`src/design/assert_macros.svh`:
```
// Assertion helper macros for the decoder RTL.
// Depends on nothing; included by modules that carry assertions.
`ifndef ASSERT_MACROS_SVH
`define ASSERT_MACROS_SVH
// Implication checked every cycle outside reset.
`define CHK_IMPL(label, clk, rst, ante, cons) \
  label: assert property (@(posedge clk) disable iff (rst) (ante) |-> (cons)) \
    else $error("check failed");
// Next-cycle implication checked outside reset.
`define CHK_NEXT(label, clk, rst, ante, cons) \
  label: assert property (@(posedge clk) disable iff (rst) (ante) |=> (cons)) \
    else $error("check failed");
`endif

```
`src/design/mfd_pkg.sv`:
```
// Shared types, constants and functions of the frame decoder.
// No dependencies.
`default_nettype none
package mfd_pkg;
  localparam logic [7:0] StartV1 = 8'hFE;
  localparam logic [7:0] StartV2 = 8'hFD;
  localparam logic [7:0] SigLen = 8'd13;
  localparam logic [2:0] KindNone = 3'd7;
  localparam int unsigned QueueDepth = 4;

  // Completed frame handed from the parser to the result stage.
  typedef struct packed {
    logic [2:0] kind;
    logic [7:0] sys;
    logic [7:0] comp;
    logic [7:0][31:0] words;
  } frame_t;

  // CRC-16/MCRF4XX byte update.
  function automatic logic [15:0] crc_step(input logic [7:0] b, input logic [15:0] c);
    logic [7:0] t;
    t = b ^ c[7:0];
    t = t ^ {t[3:0], 4'b0};
    return {8'h00, c[15:8]} ^ {t, 8'h00} ^ {5'b0, t, 3'b0} ^ {12'b0, t[7:4]};
  endfunction

  function automatic logic [2:0] kind_of(input logic [23:0] id);
    case (id)
      24'd0: return 3'd0;
      24'd24: return 3'd1;
      24'd30: return 3'd2;
      24'd33: return 3'd3;
      24'd42: return 3'd4;
      24'd136: return 3'd5;
      24'd242: return 3'd6;
      default: return KindNone;
    endcase
  endfunction

  function automatic logic [7:0] kind_extra(input logic [2:0] k);
    case (k)
      3'd0: return 8'd50;
      3'd1: return 8'd24;
      3'd2: return 8'd39;
      3'd3: return 8'd104;
      3'd4: return 8'd28;
      3'd5: return 8'd1;
      3'd6: return 8'd104;
      default: return 8'd0;
    endcase
  endfunction

  function automatic logic [7:0] kind_min(input logic [2:0] k);
    case (k)
      3'd0: return 8'd9;
      3'd1: return 8'd30;
      3'd2: return 8'd28;
      3'd3: return 8'd28;
      3'd4: return 8'd2;
      3'd5: return 8'd22;
      3'd6: return 8'd52;
      default: return 8'd255;
    endcase
  endfunction

  // Capture map: word index (bit 3 = valid) and byte lane for a payload offset.
  function automatic logic [5:0] seg_map(input logic [2:0] k, input logic [7:0] p);
    logic [3:0] w;
    logic [1:0] l;
    w = 4'd0;
    l = 2'd0;
    case (k)
      3'd0: if (p >= 8'd4 && p <= 8'd7) w = {1'b1, 3'(p - 8'd4)};
      3'd1: begin
        if (p >= 8'd8 && p <= 8'd19) begin
          w = {1'b1, 3'((p - 8'd8) >> 2)};
          l = p[1:0];
        end else if (p == 8'd28) w = {1'b1, 3'd3};
        else if (p == 8'd29) w = {1'b1, 3'd4};
      end
      3'd2: if (p >= 8'd4 && p <= 8'd15) begin
        w = {1'b1, 3'((p - 8'd4) >> 2)};
        l = p[1:0];
      end
      3'd3: begin
        if (p >= 8'd4 && p <= 8'd19) begin
          w = {1'b1, 3'((p - 8'd4) >> 2)};
          l = p[1:0];
        end else if (p >= 8'd20 && p <= 8'd27) begin
          w = {1'b1, 3'(3'd4 + 3'((p - 8'd20) >> 1))};
          l = {1'b0, p[0]};
        end
      end
      3'd4: if (p <= 8'd1) begin
        w = {1'b1, 3'd0};
        l = {1'b0, p[0]};
      end
      3'd5: begin
        if (p <= 8'd7) begin
          w = {1'b1, 3'(p >> 2)};
          l = p[1:0];
        end else if (p >= 8'd10 && p <= 8'd17) begin
          w = {1'b1, 3'(3'd2 + 3'((p - 8'd10) >> 2))};
          l = 2'(p - 8'd10);
        end else if (p >= 8'd18 && p <= 8'd21) begin
          w = {1'b1, 3'(3'd4 + 3'((p - 8'd18) >> 1))};
          l = {1'b0, p[0]};
        end
      end
      3'd6: if (p <= 8'd11) begin
        w = {1'b1, 3'(p >> 2)};
        l = p[1:0];
      end
      default: ;
    endcase
    return {w, l};
  endfunction
endpackage
`default_nettype wire

```
`src/design/mfd_parser.sv`:
```
// Front end: byte-level frame parser with CRC and field capture.
// Depends on mfd_pkg; emits one frame_t per good frame.
`default_nettype none
module mfd_parser import mfd_pkg::*; (
  input  wire logic       clk,
  input  wire logic       rst,
  input  wire logic       in_take,
  input  wire logic [7:0] data_byte,
  input  wire logic       end_of_datagram,
  output frame_t          frame,
  output logic            frame_valid
);
  typedef enum logic [2:0] {HUNT, HEADER, PAYLOAD, CRC, SIG} phase_t;

  phase_t phase;
  logic v2, signed_f, crc_ok;
  logic [7:0] pos, plen, sys, comp, crc_lo;
  logic [23:0] msg_id;
  logic [15:0] crc;
  logic [2:0] kind;
  logic [7:0][31:0] words;
  logic [5:0] seg;
  logic [15:0] crc_next;
  logic [7:0] pos_next;

  assign kind = kind_of(msg_id);
  assign seg = seg_map(kind, pos);
  assign crc_next = crc_step(data_byte, crc);
  assign pos_next = pos + 8'd1;

  // Finished frame with field fixups applied.
  always_comb begin
    frame.kind = kind;
    frame.sys = sys;
    frame.comp = comp;
    frame.words = words;
    case (kind)
      3'd0: frame.words[4] = {31'b0, words[2][7]};
      3'd1: if (words[4] == 32'd255) frame.words[4] = '1;
      3'd3: begin
        frame.words[4] = {{16{words[4][15]}}, words[4][15:0]};
        frame.words[5] = {{16{words[5][15]}}, words[5][15:0]};
        frame.words[6] = {{16{words[6][15]}}, words[6][15:0]};
        if (words[7] == 32'd65535) frame.words[7] = '0;
      end
      default: ;
    endcase
  end

  // Parse state machine.
  always_ff @(posedge clk) begin
    frame_valid <= 1'b0;
    if (rst) begin
      phase <= HUNT;
      v2 <= 1'b0; signed_f <= 1'b0; crc_ok <= 1'b0;
      pos <= '0; plen <= '0; sys <= '0; comp <= '0; crc_lo <= '0;
      msg_id <= '0; crc <= 16'hFFFF; words <= '0;
    end else if (in_take) begin
      case (phase)
        HUNT: if (data_byte == StartV1 || data_byte == StartV2) begin
          v2 <= (data_byte == StartV2);
          signed_f <= 1'b0; pos <= '0; plen <= '0; sys <= '0; comp <= '0;
          msg_id <= '0; crc <= 16'hFFFF; words <= '0;
          phase <= HEADER;
        end
        HEADER: begin
          crc <= crc_next;
          if (pos == 8'd0) plen <= data_byte;
          if (v2) begin
            if (pos == 8'd1) signed_f <= data_byte[0];
            else if (pos == 8'd4) sys <= data_byte;
            else if (pos == 8'd5) comp <= data_byte;
            else if (pos == 8'd6) msg_id[7:0] <= data_byte;
            else if (pos == 8'd7) msg_id[15:8] <= data_byte;
            else if (pos == 8'd8) msg_id[23:16] <= data_byte;
          end else begin
            if (pos == 8'd2) sys <= data_byte;
            else if (pos == 8'd3) comp <= data_byte;
            else if (pos == 8'd4) msg_id <= {16'b0, data_byte};
          end
          pos <= pos_next;
          if (pos_next >= (v2 ? 8'd9 : 8'd5)) begin
            pos <= '0;
            phase <= ((pos == 8'd0 ? data_byte : plen) != 8'd0) ? PAYLOAD : CRC;
          end
        end
        PAYLOAD: begin
          crc <= crc_next;
          if (seg[5]) words[seg[4:2]][8*seg[1:0] +: 8] <= data_byte;
          pos <= pos_next;
          if (pos_next >= plen) begin
            pos <= '0;
            phase <= CRC;
          end
        end
        CRC: if (pos == 8'd0) begin
          crc_lo <= data_byte;
          pos <= 8'd1;
        end else begin
          pos <= '0;
          crc_ok <= (kind != KindNone) &&
                    (crc_step(kind_extra(kind), crc) == {data_byte, crc_lo});
          if (signed_f) phase <= SIG;
          else begin
            frame_valid <= (kind != KindNone) && (plen >= kind_min(kind)) &&
              (crc_step(kind_extra(kind), crc) == {data_byte, crc_lo});
            phase <= HUNT;
          end
        end
        SIG: begin
          pos <= pos_next;
          if (pos_next >= SigLen) begin
            frame_valid <= crc_ok && (plen >= kind_min(kind));
            pos <= '0;
            phase <= HUNT;
          end
        end
        default: phase <= HUNT;
      endcase
      if (end_of_datagram) begin
        phase <= HUNT;
        pos <= '0;
      end
    end
  end
endmodule
`default_nettype wire

```
`src/design/mfd_queue.sv`:
```
// Back end: result queue between parser and consumer.
// Depends on mfd_pkg and assert_macros.svh.
`default_nettype none
`include "assert_macros.svh"
module mfd_queue import mfd_pkg::*; #(
  parameter int unsigned Depth = QueueDepth
) (
  input  wire logic   clk,
  input  wire logic   rst,
  input  wire logic   wr,
  input  wire frame_t wdata,
  input  wire logic   rd,
  output frame_t      rdata,
  output logic        empty,
  output logic        almost_full
);
  localparam int unsigned Aw = $clog2(Depth);
  frame_t mem [Depth];
  logic [Aw-1:0] wp, rp;
  logic [Aw:0] count;
  logic do_rd;

  assign empty = (count == '0);
  // Keep room for a frame already inside the parser.
  assign almost_full = (count >= (Aw+1)'(Depth - 1));
  assign do_rd = rd && !empty;
  assign rdata = mem[rp];

  // Storage writes.
  always_ff @(posedge clk) begin
    if (wr) mem[wp] <= wdata;
  end

  // Pointers and count.
  always_ff @(posedge clk) begin
    if (rst) begin
      wp <= '0; rp <= '0; count <= '0;
    end else begin
      if (wr) wp <= (wp == Aw'(Depth - 1)) ? '0 : wp + 1'b1;
      if (do_rd) rp <= (rp == Aw'(Depth - 1)) ? '0 : rp + 1'b1;
      count <= count + (Aw+1)'(wr) - (Aw+1)'(do_rd);
    end
  end

  `CHK_IMPL(no_overflow, clk, rst, wr, count < (Aw+1)'(Depth) || do_rd)
  `CHK_NEXT(count_moves, clk, rst, wr && !do_rd, count == $past(count) + 1'b1)
  `CHK_IMPL(empty_pointers, clk, rst, empty, wp == rp)
endmodule
`default_nettype wire

```
`src/design/mavlink_frame_decoder_unit.sv`:
```
// Top level of the frame decoder: parser front end and result queue.
// Depends on mfd_pkg, mfd_parser and mfd_queue.
//
// Input channel: drive data_byte/end_of_datagram with push; a byte is taken
// when push is high and full is low. One byte per cycle is sustained while full stays low.
// Result channel: while empty is low the oldest decoded frame sits on the
// result ports; pop takes it. A frame appears once the byte that completes
// it has passed the parser register and then been written into the queue.
// Results wait in a small queue; full rises only when the queue is nearly
// full, so bytes keep flowing while the receiver stalls briefly.
// Reset (rst, synchronous) returns the parser to start-byte hunting and
// empties the queue. Truncated, unknown or bad-CRC frames give no result.
`default_nettype none
module mavlink_frame_decoder_unit import mfd_pkg::*; #(
  parameter int unsigned Depth = QueueDepth
) (
  input  wire logic        clk,
  input  wire logic        rst,
  input  wire logic        push,
  output logic             full,
  input  wire logic [7:0]  data_byte,
  input  wire logic        end_of_datagram,
  output logic             empty,
  input  wire logic        pop,
  output logic [2:0]       msg_kind,
  output logic [7:0]       system_id,
  output logic [7:0]       component_id,
  output logic [31:0]      field_word_0,
  output logic [31:0]      field_word_1,
  output logic [31:0]      field_word_2,
  output logic [31:0]      field_word_3,
  output logic [31:0]      field_word_4,
  output logic [31:0]      field_word_5,
  output logic [31:0]      field_word_6,
  output logic [31:0]      field_word_7
);
  frame_t pf, qf;
  logic pv;

  mfd_parser u_parser (
    .clk, .rst, .in_take(push && !full), .data_byte, .end_of_datagram,
    .frame(pf), .frame_valid(pv)
  );

  mfd_queue #(.Depth(Depth)) u_queue (
    .clk, .rst, .wr(pv), .wdata(pf), .rd(pop), .rdata(qf), .empty,
    .almost_full(full)
  );

  assign msg_kind = qf.kind;
  assign system_id = qf.sys;
  assign component_id = qf.comp;
  assign field_word_0 = qf.words[0];
  assign field_word_1 = qf.words[1];
  assign field_word_2 = qf.words[2];
  assign field_word_3 = qf.words[3];
  assign field_word_4 = qf.words[4];
  assign field_word_5 = qf.words[5];
  assign field_word_6 = qf.words[6];
  assign field_word_7 = qf.words[7];
endmodule
`default_nettype wire

```
`config.mk`:
```
export PLATFORM = sky130hd
export DESIGN_NAME = mavlink_frame_decoder_unit
export DESIGN_NICKNAME = d
export VERILOG_FILES = /design/src/design/mfd_pkg.sv /design/src/design/mfd_parser.sv /design/src/design/mfd_queue.sv /design/src/design/mavlink_frame_decoder_unit.sv
export VERILOG_INCLUDE_DIRS = /design/src /design/src/design
export SDC_FILE = /design/constraint.sdc
export NUM_CORES = 2
export LEC_CHECK = 0
export BUFFER_PORTS_ARGS = -buffer_cell sky130_fd_sc_hd__buf_2
export CAP_MARGIN = 5
export CORE_MARGIN = 5
export CORE_UTILIZATION = 45
export DETAILED_ROUTE_END_ITERATION = 8
export GPL_ROUTABILITY_DRIVEN = 0
export PLACE_DENSITY = 0.6
export SYNTH_ARGS = -nofsm -noshare
export SYNTH_HDL_FRONTEND = slang
export SYNTH_SLANG_ARGS = --single-unit
```
`constraint.sdc`:
```
create_clock -name clk -period 10.8 [get_ports clk]
set_clock_uncertainty 0.2 [all_clocks]
set_input_delay 2.16 -clock clk [delete_from_list [all_inputs] [get_ports clk]]
set_output_delay 2.16 -clock clk [all_outputs]
set_load 0.02 [all_outputs]
```
==> impl_results.html <==
<table>
<tr><th>Metric</th><th>Value</th></tr>
<tr><th colspan="2">STA</th></tr>
<tr><td>Accumulated negative setup slack</td><td>0 ns</td></tr>
<tr><td>Fin crit share</td><td>58.3%</td></tr>
<tr><td>Transition time at the pin with the least slew margin</td><td>1.23 ns</td></tr>
<tr><td>Final Max Slew Viols</td><td>0</td></tr>
<tr><td>RSZ-0062 raised after global routing</td><td>no</td></tr>
<tr><td>Highest Clock Rate</td><td>159 MHz</td></tr>
<tr><td>Final period demand of the worst path</td><td>6.29 ns</td></tr>
<tr><td>Remaining max-slew budget at the tightest pin</td><td>17.9%</td></tr>
<tr><td>Final count of hold timing violations</td><td>0</td></tr>
<tr><td>Setup violations, final</td><td>0</td></tr>
<tr><th colspan="2">Die</th></tr>
<tr><td>Core Area</td><td>123000 sq um</td></tr>
<tr><td>Die Footprint</td><td>131000 sq um</td></tr>
<tr><td>Row Count</td><td>129</td></tr>
<tr><td>Die boundary height</td><td>362 um</td></tr>
<tr><td>Starting density of the core</td><td>45.2%</td></tr>
<tr><td>Width of the die</td><td>362 um</td></tr>
<tr><td>Top-level I/O count</td><td>290</td></tr>
<tr><th colspan="2">Logic synthesis</th></tr>
<tr><td>Register bit count reported by yosys</td><td>1452</td></tr>
<tr><td>Number of enable-type register cells in the synthesized netlist</td><td>1100</td></tr>
<tr><td>Synth Flop Type</td><td>sky130_fd_sc_hd__edfxtp_1</td></tr>
<tr><td>Post-synthesis instance area</td><td>55800 sq um</td></tr>
<tr><td>Proportion of synthesized chip area in sequential cells</td><td>71.9%</td></tr>
<tr><td>Number of nets produced by synthesis</td><td>3332</td></tr>
<tr><td>Mapped Avg Cell Area</td><td>17.0 sq um</td></tr>
<tr><td>Synth async-reset ratio</td><td>0%</td></tr>
<tr><td>Cell count after synthesis</td><td>3272</td></tr>
<tr><td>Yosys synthesis warning count</td><td>0</td></tr>
<tr><td>Library cells used by synthesis</td><td>92</td></tr>
<tr><th colspan="2">Clock network</th></tr>
<tr><td>H-Tree Level Count</td><td>4</td></tr>
<tr><td>Post-CTS repair timing setup buffer count</td><td>0</td></tr>
<tr><td>CTS tree</td><td>yes</td></tr>
<tr><td>Root cell of the clock tree</td><td>sky130_fd_sc_hd__clkbuf_16</td></tr>
<tr><td>Number of gates given a new drive strength after cts</td><td>0</td></tr>
<tr><td>Clock latency at the later pin of the worst-skew pair</td><td>0.75 ns</td></tr>
<tr><td>Count of hold buffers inserted by post-cts repair</td><td>0</td></tr>
<tr><td>Max Root-Sink Buffers</td><td>3</td></tr>
<tr><td>Clock buffer count from CTS</td><td>150</td></tr>
<tr><td>CTS Sinks</td><td>1452</td></tr>
<tr><td>Clock-pin slew on the worst setup and hold paths</td><td>0.06 ns</td></tr>
<tr><th colspan="2">Routing</th></tr>
<tr><td>First-pass iteration count of the detailed router</td><td>5</td></tr>
<tr><td>Total number of vias</td><td>30544</td></tr>
<tr><td>DRC Markers</td><td>0</td></tr>
<tr><td>Per-cell routed wire length</td><td>26.5 um</td></tr>
<tr><td>DR vias/cell</td><td>5.72</td></tr>
<tr><td>Remaining antenna violation count</td><td>0</td></tr>
<tr><td>DR iter-0 viols</td><td>2822</td></tr>
<tr><td>Post-detailed-routing wire length</td><td>142 mm</td></tr>
<tr><th colspan="2">Min path</th></tr>
<tr><td>Start point of the worst hold path</td><td>u_parser.words[185]</td></tr>
<tr><td>Class of the worst hold path</td><td>flop to flop</td></tr>
<tr><th colspan="2">Worst setup path</th></tr>
<tr><td>Highest cell delay on the worst timing path</td><td>0.82 ns</td></tr>
<tr><td>Kind of critical path</td><td>flop to primary output</td></tr>
<tr><td>Crit path launch type</td><td>flop</td></tr>
<tr><td>Critical path arrival</td><td>3.93 ns</td></tr>
<tr><td>Slowest-stage cell, CP</td><td>sky130_fd_sc_hd__dfxtp_4</td></tr>
<tr><td>Data required time of the worst path</td><td>8.44 ns</td></tr>
<tr><td>R2R Path Start</td><td>u_parser.pos[2]</td></tr>
<tr><td>Kind of capture point of the worst setup path</td><td>primary output</td></tr>
<tr><td>Ordered cell list for the critical path</td><td>buf_4 &gt; buf_4 &gt; mux4_2 &gt; buf_2</td></tr>
<tr><td>Most common cell on crit path</td><td>sky130_fd_sc_hd__buf_4</td></tr>
<tr><td>Highest fanout seen on the critical path</td><td>42</td></tr>
<tr><th colspan="2">Placement</th></tr>
<tr><td>PortBufs</td><td>289</td></tr>
<tr><td>Detailed Place HPWL</td><td>92.1 mm</td></tr>
<tr><th colspan="2">Global route</th></tr>
<tr><td>First-pass GRT wire length</td><td>207 mm</td></tr>
<tr><td>Pin count of the biggest net entering global routing</td><td>129</td></tr>
<tr><td>All-Layer GR Usage</td><td>21.3%</td></tr>
<tr><td>Initial antenna violation count</td><td>5</td></tr>
<tr><td>Vias in the first global route</td><td>30289</td></tr>
<tr><td>Overflow after GRT</td><td>0</td></tr>
<tr><th colspan="2">Status</th></tr>
<tr><td>Run status</td><td>complete, no violations</td></tr>
<tr><th colspan="2">Power and ir drop</th></tr>
<tr><td>Leak</td><td>18.8 nW</td></tr>
<tr><td>Peak ir drop on the vdd network</td><td>0.144 mV</td></tr>
<tr><td>Total power density per cell area</td><td>183 nW/um^2</td></tr>
<tr><td>Total power</td><td>11.7 mW</td></tr>
<tr><th colspan="2">Run</th></tr>
<tr><td>Reported max-cap violation count</td><td>0</td></tr>
<tr><th colspan="2">Cells and area</th></tr>
<tr><td># nets final</td><td>3633</td></tr>
<tr><td>Share of cells above drive strength 1</td><td>23.6%</td></tr>
<tr><td>Layout Area Growth over Synthesis</td><td>14.4%</td></tr>
<tr><td>Number of fill cells in the layout</td><td>10100</td></tr>
</table>
layer usage:
layer,track usage (%),vias to the layer above,part of all wire (%)
met5,0,-,0
met4,5.56,0,2.3
met3,3.94,197,6.4
met2,35.2,1040,49
met1,29.4,15788,42
li1,-,13519,-
layout make-up:
class / instances / area [sq um] / share of cell area [%]
clock buffer: 215 / 4190 / 6.57
antenna: 2 / 5.00 / 0.00785
multi-input combinational: 1578 / 14800 / 23.2
inverter: 63 / 236 / 0.371
timing repair buffer: 328 / 1780 / 2.79
tap: 1637 / 2050 / 3.21
sequential: 1452 / 40100 / 62.9
clock inverter: 65 / 649 / 1.02
cells in the mapped netlist, types with 6 or more instances:
cell | n | share of area, %
sky130_fd_sc_hd__edfxtp_1 | 1100 | 59
sky130_fd_sc_hd__nor2b_1 | 13 | 0.15
sky130_fd_sc_hd__nor2_1 | 142 | 0.96
sky130_fd_sc_hd__ha_1 | 46 | 1.0
sky130_fd_sc_hd__and2_1 | 42 | 0.47
sky130_fd_sc_hd__a22oi_1 | 20 | 0.27
sky130_fd_sc_hd__or2_2 | 6 | 0.067
sky130_fd_sc_hd__clkbuf_1 | 121 | 0.81
sky130_fd_sc_hd__nand2b_1 | 7 | 0.079
sky130_fd_sc_hd__buf_1 | 40 | 0.27
sky130_fd_sc_hd__or4_1 | 9 | 0.12
sky130_fd_sc_hd__a211oi_2 | 6 | 0.13
sky130_fd_sc_hd__a21oi_1 | 45 | 0.40
sky130_fd_sc_hd__nand3b_1 | 12 | 0.16
sky130_fd_sc_hd__xor2_1 | 20 | 0.31
sky130_fd_sc_hd__nor3_1 | 26 | 0.23
sky130_fd_sc_hd__a211oi_1 | 7 | 0.094
sky130_fd_sc_hd__o21ai_0 | 135 | 1.2
sky130_fd_sc_hd__a22o_1 | 72 | 1.1
sky130_fd_sc_hd__a31oi_1 | 16 | 0.18
sky130_fd_sc_hd__inv_1 | 63 | 0.42
sky130_fd_sc_hd__buf_2 | 14 | 0.13
sky130_fd_sc_hd__dfxtp_1 | 352 | 13
sky130_fd_sc_hd__nand2_1 | 224 | 1.5
sky130_fd_sc_hd__a21o_1 | 57 | 0.77
sky130_fd_sc_hd__o2bb2ai_1 | 88 | 1.4
sky130_fd_sc_hd__mux2i_1 | 57 | 1.0
sky130_fd_sc_hd__nand4_1 | 20 | 0.22
sky130_fd_sc_hd__nand3_1 | 35 | 0.31
sky130_fd_sc_hd__nor4_1 | 24 | 0.27
sky130_fd_sc_hd__or3_1 | 9 | 0.10
sky130_fd_sc_hd__xnor2_1 | 35 | 0.55
sky130_fd_sc_hd__and3_1 | 24 | 0.27
sky130_fd_sc_hd__mux4_2 | 275 | 11
worst max-delay path: cells and delay by family, from the launching register on:
| kind | cells | cell delay (ns) |
|---|---|---|
| buf+inv | 3 | 1.58 |
| flops | 1 | 0.82 |
| mux | 1 | 0.66 |
cell families (layout without fill, tap and decap cells):
| family | after synthesis | count (layout) | synth area share (%) |
|---|---|---|---|
| AOI/OAI and AO/OA | 511 | 511 | 6.63 |
| xor gates and xnor gates | 57 | 57 | 0.945 |
| adders and majority gates | 47 | 47 | 1.07 |
| buffers and inverters | 242 | 671 | 1.68 |
| DFF | 1452 | 1452 | 71.9 |
| muxes | 333 | 333 | 12.2 |
| other | 0 | 2 | 0 |
| and+or+nand+nor | 630 | 630 | 5.64 |
stage by stage:
stage / cells / setup slack [ns] / utilization [%] / hold slack (ns) / instance area, sq um
floorplan: 3272 / 3.16 / - / 0.226 / 55800
global placement: 5058 / 4.84 / 47.7 / 0.248 / 58900
detailed placement: 5058 / 4.82 / 47.7 / 0.251 / 58900
CTS: 5338 / 4.26 / 51.6 / 0.262 / 63800
global route: 5338 / 4.11 / 51.6 / 0.278 / 63800
finish: 5340 / 4.51 / 51.6 / 0.266 / 63800
power by group:
| group | internal, mW | switching (mW) |
|---|---|---|
| registers | 5.93 | 0.0504 |
| clock network | 2.92 | 2.11 |
| logic | 0.289 | 0.383 |
cells in the final DEF (no fill, tap or decap), types with 7 or more instances in the layout:
| cell type | count |
|---|---|
| sky130_fd_sc_hd__nor2_1 | 142 |
| sky130_fd_sc_hd__nor3_1 | 25 |
| sky130_fd_sc_hd__bufinv_16 | 8 |
| sky130_fd_sc_hd__nand2b_1 | 7 |
| sky130_fd_sc_hd__a22oi_1 | 20 |
| sky130_fd_sc_hd__a21o_1 | 57 |
| sky130_fd_sc_hd__o21ai_0 | 134 |
| sky130_fd_sc_hd__buf_2 | 289 |
| sky130_fd_sc_hd__a21oi_1 | 45 |
| sky130_fd_sc_hd__inv_6 | 8 |
| sky130_fd_sc_hd__o2bb2ai_1 | 88 |
| sky130_fd_sc_hd__edfxtp_1 | 1100 |
| sky130_fd_sc_hd__nand2_1 | 224 |
| sky130_fd_sc_hd__nand4_1 | 20 |
| sky130_fd_sc_hd__or3_1 | 9 |
| sky130_fd_sc_hd__nor4_1 | 24 |
| sky130_fd_sc_hd__nand3b_1 | 12 |
| sky130_fd_sc_hd__nand3_1 | 35 |
| sky130_fd_sc_hd__dfxtp_1 | 350 |
| sky130_fd_sc_hd__inv_1 | 63 |
| sky130_fd_sc_hd__xor2_1 | 20 |
| sky130_fd_sc_hd__a22o_1 | 72 |
| sky130_fd_sc_hd__clkbuf_16 | 152 |
| sky130_fd_sc_hd__clkinv_2 | 23 |
| sky130_fd_sc_hd__and2_1 | 38 |
| sky130_fd_sc_hd__mux4_2 | 275 |
| sky130_fd_sc_hd__buf_4 | 36 |
| sky130_fd_sc_hd__a31oi_1 | 16 |
| sky130_fd_sc_hd__clkinv_1 | 16 |
| sky130_fd_sc_hd__and3_1 | 24 |
| sky130_fd_sc_hd__clkbuf_1 | 48 |
| sky130_fd_sc_hd__nor2b_1 | 13 |
| sky130_fd_sc_hd__xnor2_1 | 35 |
| sky130_fd_sc_hd__or4_1 | 9 |
| sky130_fd_sc_hd__mux2i_1 | 57 |
| sky130_fd_sc_hd__clkbuf_8 | 15 |
| sky130_fd_sc_hd__ha_1 | 46 |
| sky130_fd_sc_hd__a211oi_1 | 7 |
flip-flops by register name (all words and copies together), names as in the netlist, named ones only:
name                  flops
u_parser.pos              8
u_parser.words          128
u_parser.plen             8
u_queue.wp                2
u_parser.frame_valid      1
u_queue.rp                2
u_parser.crc             16
u_queue.mem            1100
u_parser.crc_lo           8
u_parser.comp             8
u_parser.phase            3
u_queue.count             3
u_parser.frame          128
u_parser.signed_f         1
u_parser.msg_id          24
u_parser.sys              8
u_parser.v2               1
u_parser.crc_ok           1
path summary, 6_finish.rpt:
path / depth (start not counted) / slack (ns) / to
setup / recovery: 4 / 4.51 / field_word_1[0]
hold / removal: 2 / 0.27 / u_parser.words[185]
setup reg to reg: 14 / 4.98 / u_parser.frame[76]
hold reg to reg: 2 / 0.27 / u_parser.words[185]
No activity file was read; power rests on OpenSTA's default activity.
